`src/sv/bgsff_ram.sv`:
```
// ----------------------------------------------------------------------------
// bgsff_ram
// Generic simple dual-port RAM: one write port, one read port, read data
// registered.
// ----------------------------------------------------------------------------
module bgsff_ram #(
  parameter int WIDTH = 64,
  parameter int DEPTH = 64,
  localparam int AW = (DEPTH > 1) ? $clog2(DEPTH) : 1
) (
  input  logic             clk,
  input  logic             we,
  input  logic [AW-1:0]    waddr,
  input  logic [WIDTH-1:0] wdata,
  input  logic [AW-1:0]    raddr,
  output logic [WIDTH-1:0] rdata
);

  logic [WIDTH-1:0] mem [DEPTH];

  // Write port
  always_ff @(posedge clk) begin
    if (we) begin
      mem[waddr] <= wdata;
    end
  end

  // Registered read port
  always_ff @(posedge clk) begin
    rdata <= mem[raddr];
  end

endmodule

```
`config.mk`:
```
export PLATFORM = sky130hd
export DESIGN_NAME = bgsff_ram
export DESIGN_NICKNAME = d
export VERILOG_FILES = /design/src/sv/bgsff_ram.sv
export SDC_FILE = /design/constraint.sdc
export NUM_CORES = 2
export LEC_CHECK = 0
export ABC_CLOCK_PERIOD_IN_PS = 18100
export BUFFER_PORTS_ARGS = -buffer_cell sky130_fd_sc_hd__buf_2
export CAP_MARGIN = 30
export CORE_MARGIN = 5
export CORE_UTILIZATION = 33
export CTS_CLUSTER_SIZE = 10
export DETAILED_ROUTE_END_ITERATION = 10
export GPL_TIMING_DRIVEN = 0
export SLEW_MARGIN = 20
export SYNTH_ARGS = -nofsm -noshare
export SYNTH_HDL_FRONTEND = slang
export SYNTH_SLANG_ARGS = --single-unit
```
`constraint.sdc`:
```
create_clock -name clk -period 18.1 [get_ports clk]
set_input_delay 1.81 -clock clk [delete_from_list [all_inputs] [get_ports clk]]
set_output_delay 1.81 -clock clk [all_outputs]
set_load 0.01 [all_outputs]
```
==> impl_results.md <==
* Final hold viol count at 0
* Setup TNS at 0 ns
* Setup violators final at 0
* Post-CTS Resized at 0
* Crit path top cell by count: buf_2
* Largest net degree at the start of global routing at 65
* Global route total overflow at 0
* Worst Path Max Fanout at 10
* Crit start category: primary input
* Tcrit/Tclk final at 28.9%
* Yosys top cell area share at 78.7%
* Synth warn at 0
* Hold_buf cts at 0
* Leading area contributor after synthesis: edfxtp_1
* Hold EP: rdata[48]
* WP data required at 18.87 ns
* Number of flops mapped to enable cells by yosys at 4,096
* Final Cell Area at 184,000 um2
* Syn-to-layout area delta at 18.0%
* Post-DP HPWL at 304,000 um
* HP Class: reg2reg
* I/O Buffers at 133
* Worst Clk Skew at 0.0668 ns
* Clk sinks at 4,160
* Number of cell rows at 252
* Post-synthesis cell type count at 33
* Clock insertion delay at the later pin of the skew report at 1.01 ns
* Status: completed
* Worst slew pin tran at 1.11 ns
* Synthesized Nets at 6,676
* Final wirelength at 445,000 um
* Share of layout cells above drive strength 1 at 30.2%
* Die Wd at 698 um
* Via total after detailed routing at 76,700
* RSZ-0062 raised after global routing: false
* First-pass GRT wire length at 618,000 um
* Slowest cell on the critical path: a211oi_1
* CTS clk-pin slew, worst paths at 0.06 ns
* Power Dens Cells at 108 nW/um2
* Initial drt markers at 10,800
* Flop-to-flop setup slack at 15.26 ns
* Max rail drop VDD at 0.0939 mV
* Origin of the critical flop-to-flop path: mem[55][15]
* Count leader, synth: edfxtp_1
* Placed inst area at 172,000 um2
* LEAKAGE at 57.1 nW
* Root Driver: clkbuf_16
* Worst hold path startpoint: mem[47][48]
* Cell depth of the worst hold path at 4
* Die ar. at 488,000 um2
* Top post-synthesis cells by area: edfxtp_1, mux4_2, mux2i_1, dfxtp_1, a22oi_1
* Number of global-route vias before repair at 77,700
* Post-synth top cells: edfxtp_1, mux4_2, buf_2
* DRC at 0
* Core area at 472,000 um2
* Ys async rst share at 0%
* Worst-path cell chain: buf_2, buf_4, buf_2, buf_2, buf_4, mux2i_1, o22ai_1, a31oi_1, a211oi_1
* Top_reg_cell synth: edfxtp_1
* Syn avg cell area at 23.7 um2
* FF+latch count, synth at 4,160
* TritonCTS Buffers at 460
* Worst path bufs/invs at 5
* H-tree depth at 5
* Worst EP arrival at 6.00 ns
* Post-CTS setup buffer count at 0
* Initial Util at 33.1%
* Critical path class: in2reg
* # IOs at 142
* GR Util All Layers at 17.8%
* Routability Congestion at 0.807
* Final Max Slew Viols at 0
* Fillers at 41,100
* Die Height at 698 um
* CP max stage delay at 0.73 ns
* FF-to-FF End: rdata[15]
* CP top delay family: buffers and inverters
* Cell count after synthesis at 6,598
* Max clock buf depth at 4
* Final nets at 7,598
* Crit. End Element: flop
* Cell Area, Synth at 156,000 um2
* Worst r2r path cells at 5
* Max-Cap Viols at 0
* CTS tree: built
* Initial antenna violation count at 78
* Routed vias/inst at 5.52
* Post-layout minimum cycle time at 5.23 ns
* Fmax at 0.191 GHz
* Register area share after synthesis at 79.5%
* Post-route antenna net violation count at 0
* DR WL/cell at 32.1 um
* Max-slew headroom at 24.9%
* DRT Pass-1 Iters at 8
-- worst max path at each step --
stage          startpoint  cells after the start  slack, ns           to
3_5_place_dp     raddr[2]                      9      12.02    rdata[15]
3_3_place_gp     waddr[3]                      4       4.49  mem[48][35]
2_1_floorplan    waddr[3]                      4      10.85   mem[48][0]
6_report         raddr[2]                      9      12.87    rdata[15]
4_1_cts          raddr[2]                      9      13.06    rdata[15]
5_1_grt          raddr[2]                      9      12.90    rdata[15]
-- state kept, by name, indices dropped and copies added (netlist names) --
register and count:
mem 4096, rdata 64
-- tightest hold or removal path, cell delays in order, from the launching register on --
cell      delay, ns
edfxtp_1       0.31
mux4_2         0.22
a22oi_1        0.06
nand3_1        0.09
and3_1         0.20
-- layer usage --
metal / wire length, um / GRT usage [%] / vias up
met3: 40400 / 3.73 / 846
met1: 169000 / 23.3 / 41600
met5: 270 / 0 / -
li1: - / - / 30200
met4: 20200 / 7.15 / 42
met2: 215000 / 29.0 / 4082
-- through the flow --
step                setup slack [ns]  hold slack, ns  std cells  util (%)  power [W]
floorplan                      10.85           0.788       6598         -     0.0114
global placement                4.49           0.899      13000      34.9     0.0119
detailed placement             12.02           0.907      13300      36.4     0.0120
CTS                            13.06           0.914      13800      39.0     0.0200
global route                   12.90           0.964      13900      39.1     0.0205
finish                         12.87           0.914      13900      39.1     0.0199
-- cell type report --
type                            count  area (um2)  share of cell area [%]
Antenna cell                       32        80.1                  0.0434
Buffer                            370        1790                   0.968
Clock buffer                      542       12000                    6.48
Clock inverter                     33         399                   0.216
Inverter                           19        71.3                  0.0387
Multi-Input combinational cell   2049       30800                    16.7
Sequential cell                  4160      124000                    67.4
Tap cell                         6223        7790                    4.22
Timing Repair Buffer              460        7340                    3.98
-- cells by family after synthesis --
group                  synth area share (%)
buffers and inverters                  1.18
and+or+nand+nor                        1.24
AOI/OAI and AO/OA                      2.48
muxes                                  15.6
DFF                                    79.5
-- cells in the final DEF, fill, tap and decap left out, types with 12 or more instances in the layout --
cell          n
a211oi_1     51
a211oi_2     12
a22o_1       88
a22oi_1     168
a2bb2oi_1    19
a31oi_1      15
a41oi_1      26
and3_1       64
buf_1        19
buf_12      183
buf_16       89
buf_2       275
buf_4       104
buf_6        13
clkbuf_1    207
clkbuf_16   466
dfxtp_1      64
diode_2      32
edfxtp_1   4096
inv_1        19
mux2i_1     135
mux4_2     1024
nand2_1      58
nand3_1      45
nor2_1       49
nor2_4       62
nor2b_1      28
o221ai_1     38
o22ai_1      81
or2_2        28
or3_1        29
-- where the power goes --
part,internal (W),switching (W),leakage [nW]
combinational,0.000371,0.000720,13.7
sequential,0.0107,0.0000208,37.4
clock,0.00458,0.00351,6.02
No activity file was read; power rests on OpenSTA's default activity.
