==> src/sv/bgsff_pkg.sv <==
// ----------------------------------------------------------------------------
// bgsff_pkg
// Shared codes and types of the bit-array store: operation modes, the plan
// kinds that the decode stage hands to the sequencer, and the plan struct.
// ----------------------------------------------------------------------------
package bgsff_pkg;

  // Operation modes on the mode port
  localparam logic [2:0] MODE_GET   = 3'd0;
  localparam logic [2:0] MODE_SET   = 3'd1;
  localparam logic [2:0] MODE_FILL  = 3'd2;
  localparam logic [2:0] MODE_FIRST = 3'd3;
  localparam logic [2:0] MODE_LAST  = 3'd4;

  // Work that the sequencer runs for one word
  localparam logic [2:0] K_NONE  = 3'd0;  // answer at once, no store access
  localparam logic [2:0] K_GET   = 3'd1;
  localparam logic [2:0] K_SET   = 3'd2;
  localparam logic [2:0] K_FILL  = 3'd3;
  localparam logic [2:0] K_FIRST = 3'd4;
  localparam logic [2:0] K_LAST  = 3'd5;

  typedef struct packed {
    logic [2:0] kind;
    logic       val;   // bit value to write or to look for
    logic       miss;  // immediate answer is -1 rather than 0
  } plan_ctl_t;

endpackage

==> src/sv/bgsff_plan.sv <==
// ----------------------------------------------------------------------------
// bgsff_plan
// Decode stage: wraps negative positions, clamps the range to the used
// length and registers the bit range [lo,hi) plus the first and last word
// that the sequencer has to visit.
// ----------------------------------------------------------------------------
module bgsff_plan #(
  parameter int MAX_BITS = 4096,
  parameter int WORD_BITS = 64,
  localparam int BW = $clog2(MAX_BITS),
  localparam int NW = BW + 1,
  localparam int LB = $clog2(WORD_BITS),
  localparam int WW = BW - LB
) (
  input  logic                    clk,
  input  logic                    load,
  input  logic [2:0]              mode,
  input  logic signed [12:0]      position,
  input  logic signed [13:0]      end_position,
  input  logic                    bit_value,
  input  logic [9:0]              length_bytes,
  output bgsff_pkg::plan_ctl_t    ctl,
  output logic [NW-1:0]           lo,
  output logic [NW-1:0]           hi,
  output logic [WW-1:0]           first_word,
  output logic [WW-1:0]           last_word
);
  import bgsff_pkg::*;

  localparam int CW = (NW > 13) ? NW : 13;
  localparam int SW = CW + 2;

  logic [CW-1:0]        len8;
  logic [CW-1:0]        nfull;
  logic signed [SW-1:0] ns, ps, es, pw, ew, ec, pf, pl, lo_s, hi_s;
  logic [NW-1:0]        lo_c, hi_c, hm1;
  logic [WW-1:0]        first_c, last_c;
  plan_ctl_t            ctl_c;

  // Used length in bits, limited to the store size
  assign len8  = CW'({length_bytes, 3'b000});
  assign nfull = (len8 > CW'(MAX_BITS)) ? CW'(MAX_BITS) : len8;
  assign ns    = signed'({2'b00, nfull});

  // Wrap negative positions, clamp the fill end
  assign ps = {{(SW-13){position[12]}}, position};
  assign es = {{(SW-14){end_position[13]}}, end_position};
  assign pw = ps[SW-1] ? ps + ns : ps;
  assign ew = es[SW-1] ? es + ns : es;
  assign ec = (ew > ns) ? ns : ew;
  assign pf = pw[SW-1] ? '0 : pw;
  assign pl = (pw >= ns) ? ns - SW'(1) : pw;

  // Pick the range and the kind of work
  always_comb begin
    ctl_c.kind = K_NONE;
    ctl_c.val  = bit_value;
    ctl_c.miss = 1'b0;
    lo_s       = pw;
    hi_s       = pw + SW'(1);
    case (mode)
      MODE_GET, MODE_SET: begin
        if (!pw[SW-1] && pw < ns) begin
          ctl_c.kind = (mode == MODE_GET) ? K_GET : K_SET;
        end
      end
      MODE_FILL: begin
        hi_s = ec;
        if (!pw[SW-1] && pw < ns && pw < ec) begin
          ctl_c.kind = K_FILL;
        end
      end
      MODE_FIRST: begin
        lo_s = pf;
        hi_s = ns;
        if (pf < ns) begin
          ctl_c.kind = K_FIRST;
        end else begin
          ctl_c.miss = 1'b1;
        end
      end
      MODE_LAST: begin
        lo_s = '0;
        hi_s = pl + SW'(1);
        if (!pw[SW-1] && ns > 0) begin
          ctl_c.kind = K_LAST;
        end else begin
          ctl_c.miss = 1'b1;
        end
      end
      default: begin
        ctl_c.kind = K_NONE;
      end
    endcase
  end

  assign lo_c = lo_s[NW-1:0];
  assign hi_c = hi_s[NW-1:0];
  assign hm1  = hi_c - NW'(1);

  // Scan direction decides which end of the range comes first
  always_comb begin
    if (ctl_c.kind == K_LAST) begin
      first_c = hm1[BW-1:LB];
      last_c  = lo_c[BW-1:LB];
    end else begin
      first_c = lo_c[BW-1:LB];
      last_c  = hm1[BW-1:LB];
    end
  end

  // Hold the plan for the sequencer
  always_ff @(posedge clk) begin
    if (load) begin
      ctl        <= ctl_c;
      lo         <= lo_c;
      hi         <= hi_c;
      first_word <= first_c;
      last_word  <= last_c;
    end
  end

endmodule

==> config.mk <==
export PLATFORM = sky130hd
export DESIGN_NAME = bgsff_plan
export DESIGN_NICKNAME = d
export VERILOG_FILES = /design/src/sv/bgsff_pkg.sv /design/src/sv/bgsff_plan.sv
export SDC_FILE = /design/constraint.sdc
export NUM_CORES = 1
export LEC_CHECK = 0
export BUFFER_PORTS_ARGS = -buffer_cell sky130_fd_sc_hd__buf_2
export CORE_MARGIN = 2
export CORE_UTILIZATION = 59
export DETAILED_ROUTE_END_ITERATION = 6
export PLACE_DENSITY = 0.92
export RECOVER_POWER = 25
export SYNTH_ARGS = -nofsm -noshare
export SYNTH_HDL_FRONTEND = slang
export SYNTH_SLANG_ARGS = --single-unit
==> constraint.sdc <==
create_clock -name clk -period 8.7 [get_ports clk]
set_input_delay 1.305 -clock clk [delete_from_list [all_inputs] [get_ports clk]]
set_output_delay 1.305 -clock clk [all_outputs]
set_load 0.01 [all_outputs]
==> results of run 1 <==
## power by group
part | switching, mW | internal, mW | leakage, nW | total (mW)
Combinational | 0.255 | 0.164 | 2.14 | 0.419
Sequential | 0.00606 | 0.262 | 0.418 | 0.268
Clock | 0.0674 | 0.115 | 0.0654 | 0.182
## area by class of cell
cell class / instances / area share, %
Clock buffer: 6 / 1.23
Clock inverter: 2 / 1.02
Inverter: 42 / 2.67
Multi-Input combinational cell: 501 / 62.0
Sequential cell: 43 / 21.9
Tap cell: 108 / 2.29
Timing Repair Buffer: 104 / 8.96
## worst min path at each step
stage                        end  slack, ns  cells past startpoint
after floorplan           ctl[1]       1.40                      0
after CTS                 ctl[1]       1.18                      1
after global placement    ctl[1]       1.49                      1
after detailed placement  ctl[1]       1.49                      1
after global routing      ctl[1]       1.19                      1
final                     ctl[1]       1.18                      1
## registers in the layout, indices dropped and copies added, names as in the netlist
register / count
first_word: 6
lo: 13
last_word: 6
hi: 13
ctl: 5
## per-layer routing
metal  up-vias  share of wire [%]
li1       2454                  -
met1      2407                 40
met2       316                 47
met3        63                8.5
met4         0                5.0
met5         -                  0
## repair_timing
item / in CTS / in global routing
endpoints found under the setup margin: 0 / 2
buffers inserted: 0 / 0
resized for setup: 0 / 1
## layout by cell type (no fill, tap or decap), types with 8 or more instances in the layout
master    instances
a211oi_1          9
a21o_1           13
a21oi_1          28
a31oi_1           9
buf_2            54
buf_4            19
clkbuf_1         32
edfxtp_1         43
ha_1             66
inv_1            42
mux2_2            8
mux2i_1          25
nand2_1          39
nand2b_1         15
nand4_1          10
nor2_1           64
nor2b_1          18
nor3_1           13
o211ai_1          8
o21a_1           13
o21ai_0          33
o22ai_1          12
xnor2_1          21
## metrics by stage
stage                     std cells  hold WS, ns  utilization, %  setup WS [ns]  instance area, um2
after CTS                       806         1.18            68.8          0.567                5940
after detailed placement        798         1.49            67.3          0.285                5810
after global routing            806         1.19            68.4         0.0953                5910
final                           806         1.18            68.4          0.522                5910
after global placement          798         1.49            67.3          0.626                5810
after floorplan                 610         1.40               -          0.612                5200
## cells by family (layout without fill, tap and decap cells)
group	Yosys count	count (layout)	synth area share, %
and+or+nand+nor	202	202	19.8
AOI/OAI and AO/OA	169	169	22.4
adders and majority gates	68	68	16.6
buffers and inverters	66	154	4.91
DFF	43	43	24.8
muxes	34	34	6.73
xor gates and xnor gates	28	28	4.71
==> flow_summary.ini, run 1 <==
[timing]
worst_pin_slew_ns = 1.10
period_share_pct = 94.0
slew_violations = 0
relSlewSlack_pct = 26.4
finalSetupTns_ns = 0
fin_crit_ns = 8.18
hold_violations = 0
max_freq_mhz = 122
rsz0062_at_grt = false
setup_viol = 0

[grt]
grt_overflow = 0
grt_pass1_vias = 4953
use_met2_pct = 55.4
grt_max_degree = 44
antenna_found_initial = 0
grt.met1_usage_pct = 42.8
grt-busiest-layer = met2
track_usage_pct = 33.0
grt_first_pass_wirelength_um = 25300
grt.met3_usage_pct = 3.22

[synth]
ys_ff_latch = 43
synth_cell_types = 64
syn_inst = 610
ys_seq_area_share_pct = 24.8
synth_warnings = 0
synth_area_um2 = 5200
synthTopCellsByArea = edfxtp_1 (25%), ha_1 (16%), mux2i_1 (5.0%)
synth_fp_nets = 721
synth_edf_count = 43
synthArstFlopShare_pct = 0
synth_commonest_cells = ha_1 (66), nor2_1 (64), edfxtp_1 (43), inv_1 (42), nand2_1 (39)
synth_area_leader_cell = edfxtp_1
synth_area_per_cell_um2 = 8.53
synth_ff_type = edfxtp_1
yosysMostFrequentCell = ha_1
synth_top_area_share_pct = 24.8

[flow_run]
drv_cap = 0

[setup_path]
path_buf_inv = 6
path_max_fanout = 14
crit_type = input pin to flop
cpMaxStageDelayCell = a2111oi_0
critPathLaunchType = input pin
cp.required_ns = 8.73
cp.depth = 35
crit_path_end_kind = flop
endpoint = first_word[4]
path_delay_family = simple AND/OR/NAND/NOR gates
critPathMaxStageDelay_ns = 0.52
startpoint = length_bytes[9]
cp.arrival_ns = 8.21

[finish]
final_nets = 808
syn_to_final_growth_pct = 13.5
fillers = 741
drive_gt1_share_pct = 14.3
num_antenna_cells = 0
multi_input_area_um2 = 3660
register_area_um2 = 1290

[routing]
post_drt_via_cell_ratio = 6.50
drc_errors = 0
drt-wirelength-per-cell_um = 20.0
drtAntennaViolNets = 0
drt_first_iter_violations = 502
drt_wl_total_um = 16100
vias = 5240
first_pass_iters = 5

[clock_tree]
h-tree-depth = 2
cts_made_buffers = 5
cts_tree = yes
cts_sinks = 43
clk_pin_slew_ns = 0.08
clock-root-buffer = clkbuf_8
cts_buffer_depth = 2
hold_buffers = 0

[pwr]
power_mw = 0.869
p_per_area_nw_per_um2 = 147
peakVddDrop_uv = 85.9
leakage_nw = 2.62

[floorplan]
die_y_um = 97.9
die_area_um2 = 9590
core_area_um2 = 8640
chipWidth_um = 97.9
start_util_pct = 60.2
io_pins = 86
num_rows = 34

[run_status]
status = completed

[place]
gp_congestion = 1.04
dp_hpwl_um = 12900
numPortBuffers = 85

[worst_hold_path]
min_from = bit_value
hold_class = input pin to flop
(Power assumes the default switching activity.)
==> run 2, diff against run 1 <==
Settings changed: CORE_UTILIZATION 59 to 40, PLACE_DENSITY 0.92 to 0.69.
==> flow_summary.ini, run 2 (synthesis gave the netlist of run 1 again) <==
[floorplan]
core_area_um2 = 12700
num_rows = 41
die_y_um = 118
start_util_pct = 41.1
die_area_um2 = 13900
chipWidth_um = 118
io_pins = 86

[routing]
drt_wl_total_um = 16400
vias = 5128
drc_errors = 0
post_drt_via_cell_ratio = 5.86
drtAntennaViolNets = 0
first_pass_iters = 5
drt_first_iter_violations = 411
drt-wirelength-per-cell_um = 18.7

[timing]
setup_viol = 0
rsz0062_at_grt = false
setup_ws_ns = 0.831
finalSetupTns_ns = 0
worst_pin_slew_ns = 0.980
period_share_pct = 90.4
relSlewSlack_pct = 34.5
max_freq_mhz = 127
slew_violations = 0
fin_crit_ns = 7.87
hold_violations = 0

[pwr]
peakVddDrop_uv = 73.7
power_mw = 0.863
p_int_mw = 0.534
clock_power_share_pct = 20.2
p_sw_mw = 0.329
sw_frac_of_total_pct = 38.1
leakage_nw = 2.65
seqPwrFrac_pct = 31.1
power_frac_comb_pct = 48.6
p_per_area_nw_per_um2 = 143

[clock_tree]
cts_sinks = 43
clk_pin_slew_ns = 0.06
hold_buffers = 0
cts_resized = 0
postCtsSetupBuffers = 0
h-tree-depth = 2
cts_made_buffers = 5
cts_buffer_depth = 2
cts_tree = yes
clock-root-buffer = clkbuf_16

[grt]
track_usage_pct = 23.5
grt_overflow = 0
grt_pass1_vias = 4942
antenna_found_initial = 0
grt_first_pass_wirelength_um = 26200
grt_max_degree = 44

[setup_path]
cp.required_ns = 8.71
cpMaxStageDelayCell = fa_1
path_common_cell = nand2_1
crit_type = input pin to flop
crit_path_end_kind = flop
critPathLaunchType = input pin
critPathMaxStageDelay_ns = 0.50
path_max_fanout = 6
cp.arrival_ns = 7.88

[place]
dp_hpwl_um = 13300
pre_cts_ws_ns = 0.696
numPortBuffers = 85
gp_congestion = 1.01

[finish]
layout_commonest_cell = ha_1
num_antenna_cells = 0
final_nets = 813
drive_gt1_share_pct = 14.7
fillers = 1283
syn_to_final_growth_pct = 15.8
top_regs = hi x13, lo x13
register_area_um2 = 1290
final_cell_mix = ha_1 (66), nor2_1 (64), buf_2 (54)
multi_input_area_um2 = 3660

[flow_run]
drv_cap = 0

[worst_hold_path]
hold_class = input pin to flop

[run_status]
status = completed
run 2: path summary, 6_finish.rpt:
| kind | startpoint | to | cells past startpoint |
|---|---|---|---|
| worst max-delay path | length_bytes[9] | first_word[4] | 36 |
| worst min-delay path | bit_value | ctl[1] | 1 |
run 2: final cells by class:
| class | count | area share, % |
|---|---|---|
| tap | 172 | 3.57 |
| multi-input combinational | 501 | 60.7 |
| clock buffer | 5 | 2.08 |
| timing repair buffer | 109 | 9.40 |
| clock inverter | 3 | 0.249 |
| sequential | 43 | 21.4 |
| inverter | 42 | 2.62 |
run 2: worst max-delay path, delay by kind of cell:
family          cells  cell delay, ns
simple gates       12            1.59
compound gates     12            2.34
fa+ha+maj           5            1.58
buf+inv             6            0.85
xor+xnor            1            0.20
run 2: power by group through the flow:
| stage | logic, mW | clock network (mW) | registers [mW] |
|---|---|---|---|
| 2_1_floorplan | 0.263 | 0 | 0.288 |
| 3_3_place_gp | 0.406 | 0 | 0.272 |
| 3_5_place_dp | 0.417 | 0 | 0.272 |
| 4_1_cts | 0.419 | 0.178 | 0.268 |
| 5_1_grt | 0.464 | 0.185 | 0.271 |
| 6_report | 0.420 | 0.175 | 0.268 |
run 2: metrics by stage:
step | area [um2] | hold slack (ns) | util (%) | instances
finish | 6030 | 1.20 | 47.6 | 875
global route | 6030 | 1.21 | 47.6 | 875
CTS | 6070 | 1.19 | 47.9 | 875
detailed placement | 5930 | 1.48 | 46.8 | 867
global placement | 5930 | 1.49 | 46.8 | 867
floorplan | 5200 | 1.40 | - | 610
run 2: layer usage:
layer | vias to the layer above | GRT usage, % | share of wire, %
met2 | 234 | 38.1 | 45
met1 | 2383 | 31.1 | 44
met3 | 45 | 2.66 | 6.3
li1 | 2466 | - | -
met5 | - | 0 | 0
met4 | 0 | 11.7 | 4.8
==> run 3, diff against run 2 <==
Settings changed: ABC_AREA set to 1, CTS_CLUSTER_DIAMETER set to 40.
==> flow_summary.ini, run 3 <==
[clock_tree]
h-tree-depth = 2
cts_resized = 0
cts_sinks = 43
postCtsSetupBuffers = 0
cts_made_buffers = 5
clock-root-buffer = clkbuf_16
clk_pin_slew_ns = 0.06
hold_buffers = 0
cts_tree = yes
cts_buffer_depth = 2

[routing]
drt_first_iter_violations = 398
dr_wl_met3_um = 1010
post_drt_via_cell_ratio = 5.16
first_pass_iters = 5
m1WireLength_um = 6650
vias = 5113
route.met2.wl_um = 6240
drt_wl_total_um = 14300
top_layer = met4
drtAntennaViolNets = 0
drt-wirelength-per-cell_um = 14.4
drc_errors = 0

[floorplan]
chipWidth_um = 117
io_pins = 86
die_area_um2 = 13800
core_area_um2 = 12600
num_rows = 41
die_y_um = 117
start_util_pct = 40.9

[grt]
track_usage_pct = 20.9
grt_overflow = 0
antenna_found_initial = 0
grt_pass1_vias = 4757
grt_first_pass_wirelength_um = 23400
grt_max_degree = 44

[synth]
synth_edf_count = 43
ys_seq_area_share_pct = 25.1
synth_area_leader_cell = edfxtp_1
ys_ff_latch = 43
synth_commonest_cells = nand2_1 (178), inv_1 (109), nor2_1 (75), ha_1 (66), nand3_1 (51)
synthTopCellsByArea = edfxtp_1 (25%), ha_1 (16%), nand2_1 (13%)
synth_ff_type = edfxtp_1
syn_inst = 735
yosysMostFrequentCell = nand2_1
synth_warnings = 0
synthArstFlopShare_pct = 0
synth_fp_nets = 846
synth_top_area_share_pct = 25.1
synth_cell_types = 50
synth_area_um2 = 5140
synth_area_per_cell_um2 = 6.99

[pwr]
p_int_mw = 0.493
p_per_area_nw_per_um2 = 140
p_sw_mw = 0.325
sw_frac_of_total_pct = 39.7
clock_power_share_pct = 22.6
leakage_nw = 2.95
power_mw = 0.818
peakVddDrop_uv = 65.3
seqPwrFrac_pct = 32.5
power_frac_comb_pct = 44.9

[finish]
final_nets = 928
fillers = 1340
layout_commonest_cell = nand2_1
top_regs = hi x13, lo x13
syn_to_final_growth_pct = 13.7
num_antenna_cells = 0
final_cell_mix = nand2_1 (178), inv_1 (109), nor2_1 (75)
drive_gt1_share_pct = 12.6

[place]
numPortBuffers = 85
gp_congestion = 0.927
dp_hpwl_um = 11800

[setup_path]
crit_path_end_kind = flop
startpoint = length_bytes[4]
cpMaxStageDelayCell = o21ai_0
critPathLaunchType = input pin
cp.required_ns = 8.72
path_buf_inv = 4
cp.arrival_ns = 6.79
path_delay_family = simple AND/OR/NAND/NOR gates
critPathMaxStageDelay_ns = 0.32
path_max_fanout = 19
cp.depth = 40
crit_type = input pin to flop
endpoint = first_word[3]
path_common_cell = nand2_1

[flow_run]
drv_cap = 0

[timing]
period_share_pct = 77.7
hold_violations = 0
slew_violations = 0
worst_pin_slew_ns = 0.956
finalSetupTns_ns = 0
rsz0062_at_grt = false
setup_viol = 0
relSlewSlack_pct = 35.6
fin_crit_ns = 6.76
max_freq_mhz = 148

[run_status]
status = completed

[worst_hold_path]
hold_class = input pin to flop
run 3: cell count changes in the layout (fill, tap and decap cells not counted), moves of 18 or more:
cell	delta
buf_4	-23
mux2i_1	-25
inv_1	+67
nand2_1	+139
nor2b_1	-18
nand3_1	+44
run 3: through the flow:
stage | utilization, % | instances | setup slack [ns] | cell area [um2] | hold slack (ns)
after global routing | 46.5 | 990 | 1.36 | 5840 | 1.20
after detailed placement | 45.6 | 982 | 1.66 | 5730 | 1.49
after CTS | 46.8 | 990 | 1.97 | 5880 | 1.19
final | 46.5 | 990 | 1.94 | 5840 | 1.19
after global placement | 45.6 | 982 | 1.73 | 5730 | 1.48
after floorplan | - | 735 | 2.60 | 5140 | 1.40
run 3: worst min-delay path by stage:
stage,from,cells past startpoint,endpoint,slack (ns)
floorplan,bit_value,0,ctl[1],1.40
global placement,bit_value,1,ctl[1],1.48
detailed placement,bit_value,1,ctl[1],1.49
CTS,bit_value,1,ctl[1],1.19
global route,bit_value,1,ctl[1],1.20
finish,bit_value,1,ctl[1],1.19
run 3: power by group through the flow:
stage	Clock (mW)	Sequential, mW	Combinational, mW
6_report	0.184	0.266	0.367
5_1_grt	0.196	0.269	0.417
2_1_floorplan	0	0.285	0.243
3_3_place_gp	0	0.270	0.362
4_1_cts	0.189	0.266	0.368
3_5_place_dp	0	0.270	0.367
run 3: area by class of cell:
| cell class | count | area, um2 | area share [%] |
|---|---|---|---|
| Inverter | 116 | 440 | 7.54 |
| Sequential cell | 43 | 1290 | 22.1 |
| Multi-Input combinational cell | 565 | 3350 | 57.4 |
| Clock buffer | 5 | 125 | 2.14 |
| Tap cell | 172 | 215 | 3.69 |
| Timing Repair Buffer | 86 | 394 | 6.75 |
| Clock inverter | 3 | 23.8 | 0.407 |
run 3: cell families (layout without fill, tap and decap cells):
group / Yosys count / in the layout / share of synthesized area (%)
mux: 1 / 1 / 0.195
simple gates: 360 / 360 / 32.1
xor+xnor: 17 / 17 / 2.90
fa+ha+maj: 68 / 68 / 16.9
flops: 43 / 43 / 25.1
compound gates: 119 / 119 / 13.2
buf+inv: 127 / 210 / 9.67
run 3: routing by layer:
| metal | track usage [%] | vias to the layer above |
|---|---|---|
| li1 | - | 2610 |
| met1 | 29.2 | 2280 |
| met2 | 33.4 | 199 |
| met3 | 2.53 | 24 |
| met4 | 7.38 | 0 |
| met5 | 0 | - |
